`src/rtl/core/assert_macros.svh`:
```
// Assertion macros shared by the rotation_matrix_to_quaternion RTL.
// Assumes a clock named clk and an active-high reset named rst in scope.
`ifndef ASSERT_MACROS_SVH
`define ASSERT_MACROS_SVH

// Checked only outside reset.
`define ASSERT_RUN(label, prop, msg) \
  label: assert property (@(posedge clk) disable iff (rst) (prop)) else $error(msg);

// Checked at every edge, reset included.
`define ASSERT_ALL(label, prop, msg) \
  label: assert property (@(posedge clk) (prop)) else $error(msg);

`endif

```
`src/rtl/core/rmq_sqrt_pipe.sv`:
```
// Pipelined integer square root, one result bit per register stage, several lanes.
// Depends on nothing; sideband bits travel alongside the lanes.
`timescale 1ns / 1ps
module rmq_sqrt_pipe #(
  parameter int LANES  = 4,
  parameter int IN_W   = 30,
  parameter int SIDE_W = 4
) (
  input  logic                                 clk,
  input  logic                                 rst,
  input  logic                                 en,
  input  logic                                 in_valid,
  input  logic [LANES-1:0][IN_W-1:0]           in_rad,
  input  logic [SIDE_W-1:0]                    in_side,
  output logic                                 out_valid,
  output logic [LANES-1:0][IN_W/2-1:0]         out_root,
  output logic [SIDE_W-1:0]                    out_side
);
  localparam int N     = IN_W / 2;
  localparam int REM_W = N + 2;

  logic                            vld  [N+1];
  logic [LANES-1:0][IN_W-1:0]      rad  [N+1];
  logic [LANES-1:0][N-1:0]         root [N+1];
  logic [LANES-1:0][REM_W-1:0]     rem  [N+1];
  logic [SIDE_W-1:0]               side [N+1];

  assign vld[0]  = in_valid;
  assign rad[0]  = in_rad;
  assign root[0] = '0;
  assign rem[0]  = '0;
  assign side[0] = in_side;

  for (genvar s = 0; s < N; s++) begin : g_stage
    logic [LANES-1:0][IN_W-1:0]  rad_next;
    logic [LANES-1:0][N-1:0]     root_next;
    logic [LANES-1:0][REM_W-1:0] rem_next;

    always_comb begin
      logic [REM_W+1:0] cur;
      logic [REM_W+1:0] trial;
      for (int l = 0; l < LANES; l++) begin
        cur   = {rem[s][l], rad[s][l][IN_W-1 -: 2]};
        trial = {2'b00, root[s][l], 2'b01};
        rad_next[l] = {rad[s][l][IN_W-3:0], 2'b00};
        if (cur >= trial) begin
          rem_next[l]  = REM_W'(cur - trial);
          root_next[l] = {root[s][l][N-2:0], 1'b1};
        end else begin
          rem_next[l]  = cur[REM_W-1:0];
          root_next[l] = {root[s][l][N-2:0], 1'b0};
        end
      end
    end

    always_ff @(posedge clk) begin
      if (rst) begin
        vld[s+1] <= 1'b0;
      end else if (en) begin
        vld[s+1] <= vld[s];
      end
    end

    always_ff @(posedge clk) begin
      if (en) begin
        rad[s+1]  <= rad_next;
        root[s+1] <= root_next;
        rem[s+1]  <= rem_next;
        side[s+1] <= side[s];
      end
    end
  end

  assign out_valid = vld[N];
  assign out_root  = root[N];
  assign out_side  = side[N];
endmodule

```
`config.mk`:
```
export PLATFORM = sky130hd
export DESIGN_NAME = rmq_sqrt_pipe
export DESIGN_NICKNAME = d
export VERILOG_FILES = /design/src/rtl/core/assert_macros.svh /design/src/rtl/core/rmq_sqrt_pipe.sv
export SDC_FILE = /design/constraint.sdc
export NUM_CORES = 2
export LEC_CHECK = 0
export BUFFER_PORTS_ARGS = -buffer_cell sky130_fd_sc_hd__buf_2
export CAP_MARGIN = 5
export CORE_MARGIN = 2
export CORE_UTILIZATION = 60
export DETAILED_ROUTE_END_ITERATION = 8
export GPL_TIMING_DRIVEN = 0
export HOLD_SLACK_MARGIN = 0.05
export PLACE_DENSITY = 0.84
export SLEW_MARGIN = 40
export SYNTH_ARGS = -nofsm -noshare
export SYNTH_HDL_FRONTEND = slang
export SYNTH_SLANG_ARGS = --single-unit
```
`constraint.sdc`:
```
create_clock -name clk -period 5.15 [get_ports clk]
set_clock_uncertainty 0.1 [all_clocks]
set_input_delay 0.7725 -clock clk [delete_from_list [all_inputs] [get_ports clk]]
set_output_delay 0.7725 -clock clk [all_outputs]
set_load 0.01 [all_outputs]
```
After elaboration in Yosys (flattened, before gate mapping)
Cells that the tools add are included. W data, S select, Z words.

Add/subtract/negate cells: 56. Multipliers: 0. Div/mod/pow operators: 0. Order comparisons: 60. Equal/unequal tests: 0. Shift operators: 0. Multiplexer cells: 116. Bitwise gates (word level): 0. Reduce and logical (&&, ||, !) cells: 0.

Operator list (count): $mux W17 (52); $ge A19 B10 Y1 (4); $ge A19 B11 Y1 (4); $ge A19 B12 Y1 (4); $ge A19 B13 Y1 (4); $ge A19 B14 Y1 (4); $ge A19 B15 Y1 (4); $ge A19 B16 Y1 (4); $ge A19 B3 Y1 (4); $ge A19 B4 Y1 (4); $ge A19 B5 Y1 (4); $ge A19 B6 Y1 (4); $ge A19 B7 Y1 (4); $ge A19 B8 Y1 (4); $ge A19 B9 Y1 (4); $sub A17 B10 Y17 (4); $sub A17 B11 Y17 (4); $sub A17 B12 Y17 (4); $sub A17 B13 Y17 (4); $sub A17 B14 Y17 (4); $sub A17 B15 Y17 (4); $sub A17 B4 Y17 (4); $sub A17 B5 Y17 (4); $sub A17 B6 Y17 (4); 8 further kinds (88).

Bits in registers: 2291. Bits in latches: 0. Memory bits (writable): 0. Memory bits (read-only): 0. Output and inout port bits: 65. Memories: 0.

Depth between registers and ports, before layout
Depth in word-level cells: 2. Mapped depth: 12. Gate-level depth less buffers: 10.

Worst setup path before layout
No wires, ideal clock.

Path type: reg2reg. Start point: register rem[231] (netlist name). End point: register rem[163] (netlist name) (data pin). Arrival: 2.642 ns. Required time: 4.790 ns. Setup slack: 2.147 ns. Stages on the path, launching flop included: 10. Path buffers: 2. Cells stage by stage: edfxtp_1 ha_1 a21oi_1 and2b_1 or3_1 or4_1 a211o_1 buf_6 buf_12 mux2_4.

RTL lines: start, declared (RTL line rmq_sqrt_pipe.sv:25) `logic [LANES-1:0][REM_W-1:0] rem [N+1];`; start signal, assigned by index (RTL line rmq_sqrt_pipe.sv:68) `rem[s+1] <= rem_next;`.

Worst setup path after layout
Start point: input en. End point: register rad[329] (netlist name), enable pin.

RTL lines: start, declared (RTL line rmq_sqrt_pipe.sv:11) `input logic en,`; end signal, assigned by index (RTL line rmq_sqrt_pipe.sv:66) `rad[s+1] <= rad_next;`; end, declared (RTL line rmq_sqrt_pipe.sv:23) `logic [LANES-1:0][IN_W-1:0] rad [N+1];`.

No word-level cell between the ends.

==> impl_metrics.json <==
{
  "status": "finished, final reports clean",
  "synth_seq_cells": 2247,
  "start_kind": "input port",
  "swShare_pct": 25.1,
  "tightest_slew_ns": 0.804,
  "r2r_start": "g_stage[12].$5.cur[11]",
  "drive_gt1_share_pct": 9.98,
  "grt_pass1_wl_mm": 303,
  "io_pins": 193,
  "clkPwrFrac_pct": 34.2,
  "synth_cells": 7660,
  "vias_per_cell": 5.76,
  "synth_seq_area_share_pct": 65.2,
  "dr_wl_met3_mm": 8.47,
  "cts_root_buffer": "clkbuf_16",
  "overflow": 0,
  "netlist-cell-type-count": 95,
  "num-nets-final": 8879,
  "drtIter0Drc": 4412,
  "synth_edf_count": 2232,
  "yosys_warnings": 0,
  "core_sq_um": 171000,
  "insertion_delay_ns": 0.86,
  "syn_area_sq_um": 103000,
  "power_density_nw_per_um2": 396,
  "reg2reg_depth": 9,
  "cts_sinks": 2247,
  "endpoint": "rad[329]",
  "drtPass1Iterations": 8,
  "wl_met2_mm": 96.8,
  "syn_to_final_growth_pct": 12.4,
  "rsz0062_at_grt": "no",
  "grt_max_degree": 124,
  "m1WireLength_mm": 76.4,
  "wl_per_cell_microns": 17.7,
  "fp-row-count": 152,
  "p_leak_nw": 44.9,
  "hold_violations": 0,
  "setup_viol": 0,
  "highest_layer": "met4",
  "worst_setup_path_end_kind": "flop",
  "timing.fmax_ghz": 0.253,
  "post-cts-setup-buffers": 0,
  "switching_power_w": 0.0115,
  "syn_area_per_cell_sq_um": 13.5,
  "cts_buffers": 220,
  "maxSlewViolCount": 0,
  "grt_use_total_pct": 21.4,
  "cp_max_fo": 119,
  "cp.required_ns": 5.52,
  "p_seq_share_pct": 51.3,
  "drv_cap": 0,
  "synthFlopType": "edfxtp_1",
  "dr_total_vias": 61200,
  "wirelength_mm": 188,
  "arrival_ns": 4.33,
  "antenna_left": 0,
  "fin_crit_sh_pct": 76.9,
  "comb_power_share_pct": 14.5,
  "gp_congestion": 0.957,
  "intPower_w": 0.0344,
  "path_clk_slew_ns": 0.06,
  "dp_hpwl_mm": 131,
  "start_util_pct": 60.3,
  "crit_path_start": "en",
  "reg2reg_setup_slack_ns": 1.57,
  "die_h_microns": 419,
  "slew_headroom_pct": 45.7,
  "cts_buffer_depth": 3,
  "vdd_ir_drop_max_v": 0.000336,
  "regToRegEndpoint": "g_stage[13].$5.cur[13]",
  "grt_pass1_vias": 60200,
  "hold_buffers": 119,
  "io_buffers": 192,
  "htree_levels": 4,
  "critPathKind": "input port to flop",
  "cts_tree": "built",
  "seq_area_sq_um": 67300,
  "die_w_microns": 419,
  "finalCriticalPeriod_ns": 3.96,
  "fin_hold_ws_ns": 0.114,
  "fill_cells": 11400,
  "die-area_sq_um": 175000,
  "ys_async_sr_fraction_pct": 0,
  "hold_path.class": "input port to flop",
  "cts_resized": 0,
  "setup_tns_ns": 0,
  "multi_input_area_sq_um": 33000,
  "drc": 0,
  "antenna_found_initial": 0
}
==> cells in the final DEF (no fill, tap or decap), drive strengths merged, types with 55 or more instances in the layout <==
cell | synthesis | final
clkbuf | 66 | 321
nand2b | 82 | 82
edfxtp | 2232 | 2232
o211ai | 55 | 55
o21a | 132 | 132
clkinv | 1 | 99
a21o | 120 | 120
mux2 | 158 | 158
nor2 | 467 | 467
o21ai | 348 | 348
nor4 | 106 | 106
nor3 | 175 | 175
or3 | 108 | 108
inv | 665 | 675
and3 | 56 | 56
nand3 | 129 | 129
nand2 | 333 | 333
xor2 | 241 | 241
mux2i | 56 | 56
a21oi | 436 | 436
xnor2 | 304 | 304
dlygate4sd3 | 0 | 119
o31ai | 63 | 63
nor2b | 79 | 79
buf | 32 | 247
nand4 | 63 | 63
ha | 532 | 532
==> registers in the layout, summed over array words and instances, names as in the netlist <==
name              cells
rem                 639
side                 56
g_stage.$5.trial    105
vld                  14
out_side              4
g_stage.rad_next    728
rad                  84
g_stage.$5.cur      241
out_root             60
root                315
out_valid             1
==> cells in the mapped netlist, types with 15 or more instances <==
cell         n  share of area [%]
nand4_1     63               0.38
clkbuf_1    65               0.24
o211ai_1    55               0.40
and3_1      56               0.34
nor2_1     467                1.7
nand3_1    129               0.63
nor2b_1     79               0.48
a31oi_1     48               0.29
o21a_1     132               0.96
o31ai_1     61               0.44
nand2_1    333                1.2
nor4_1     105               0.64
xor2_1     241                2.0
xnor2_1    304                2.6
and2_1      50               0.30
a31o_2      23               0.20
nand2b_1    82               0.50
o21bai_1    16               0.12
o31a_1      19               0.16
nor3_1     175               0.85
mux2i_1     56               0.54
a211o_1     23               0.20
a21boi_0    31               0.23
o21ai_0    344                1.7
a21o_1     120               0.87
or4_1       53               0.39
inv_1      662                2.4
buf_2       20              0.097
a21oi_1    436                2.1
edfxtp_1  2232                 65
dfxtp_1     15               0.29
or2_2       50               0.30
a211oi_1    46               0.33
nand3b_1    22               0.16
nor3b_1     16               0.12
ha_1       532                6.5
or3_1      108               0.65
mux2_2     147                1.6
==> layer usage <==
metal / GRT usage [%] / vias to the layer above
li1: - / 29800
met1: 26.2 / 29200
met2: 38.3 / 1759
met3: 3.07 / 408
met4: 8.06 / 0
met5: 0 / -
==> power groups by stage <==
| stage | Sequential [W] | Clock [W] | Combinational [W] |
|---|---|---|---|
| final | 0.0235 | 0.0157 | 0.00665 |
| after global routing | 0.0237 | 0.0168 | 0.00741 |
| after CTS | 0.0235 | 0.0161 | 0.00658 |
| after detailed placement | 0.0239 | 0 | 0.00642 |
| after global placement | 0.0250 | 0 | 0.00613 |
| after floorplan | 0.0234 | 0 | 0.00480 |
==> worst max-delay path, cell delays in order <==
cell	delay, ns
buf_12	0.25
buf_16	0.38
buf_16	0.41
buf_16	0.41
buf_16	0.41
buf_16	0.37
buf_16	0.44
buf_16	0.44
==> metrics by stage <==
stage	total power [W]	worst slack (ns)	cell area [sq um]	cells	util, %
after global routing	0.0479	0.799	116000	10600	67.8
after detailed placement	0.0303	0.195	108000	10100	62.8
after floorplan	0.0282	2.15	103000	7663	-
after CTS	0.0462	1.12	116000	10600	67.7
final	0.0459	1.19	116000	10600	67.8
after global placement	0.0311	-30.08	107000	10100	62.5
==> area by class of cell <==
cell class / instances / share of cell area [%]
flip-flops and latches: 2247 / 58.0
diodes: 1 / 0.00216
plain buffers: 98 / 0.400
clock inverters: 144 / 1.34
clock buffers: 255 / 4.88
multi-input cells: 4652 / 28.4
well taps: 2233 / 2.41
repair buffers: 334 / 2.37
inverters: 666 / 2.15
==> cell families (layout without fill, tap and decap cells) <==
logic type / after synthesis / count (layout) / synth area share (%)
AND/OR/NAND/NOR: 1861 / 1861 / 9.31
other: 1 / 5 / 0.00363
multiplexers: 214 / 214 / 2.30
adder cells (fa/ha/maj): 532 / 532 / 6.45
flip-flops: 2247 / 2247 / 65.2
XOR/XNOR: 545 / 545 / 4.63
AO/OA/AOI/OAI: 1496 / 1496 / 9.20
buffers and inverters: 764 / 1497 / 2.87
==> worst min-delay path by stage <==
stage,from,endpoint,slack (ns),cells past startpoint
6_report,in_rad[29],root[840],0.11,2
3_5_place_dp,g_stage[9].rad_next[85],g_stage[10].rad_next[87],0.30,0
2_1_floorplan,g_stage[9].rad_next[118],g_stage[10].$5.cur[0],0.30,0
5_1_grt,in_rad[29],root[840],0.08,2
3_3_place_gp,g_stage[5].rad_next[102],g_stage[6].rad_next[104],0.30,0
4_1_cts,in_rad[29],root[840],0.05,2
Note: power is estimated with default switching activity, not from simulation.
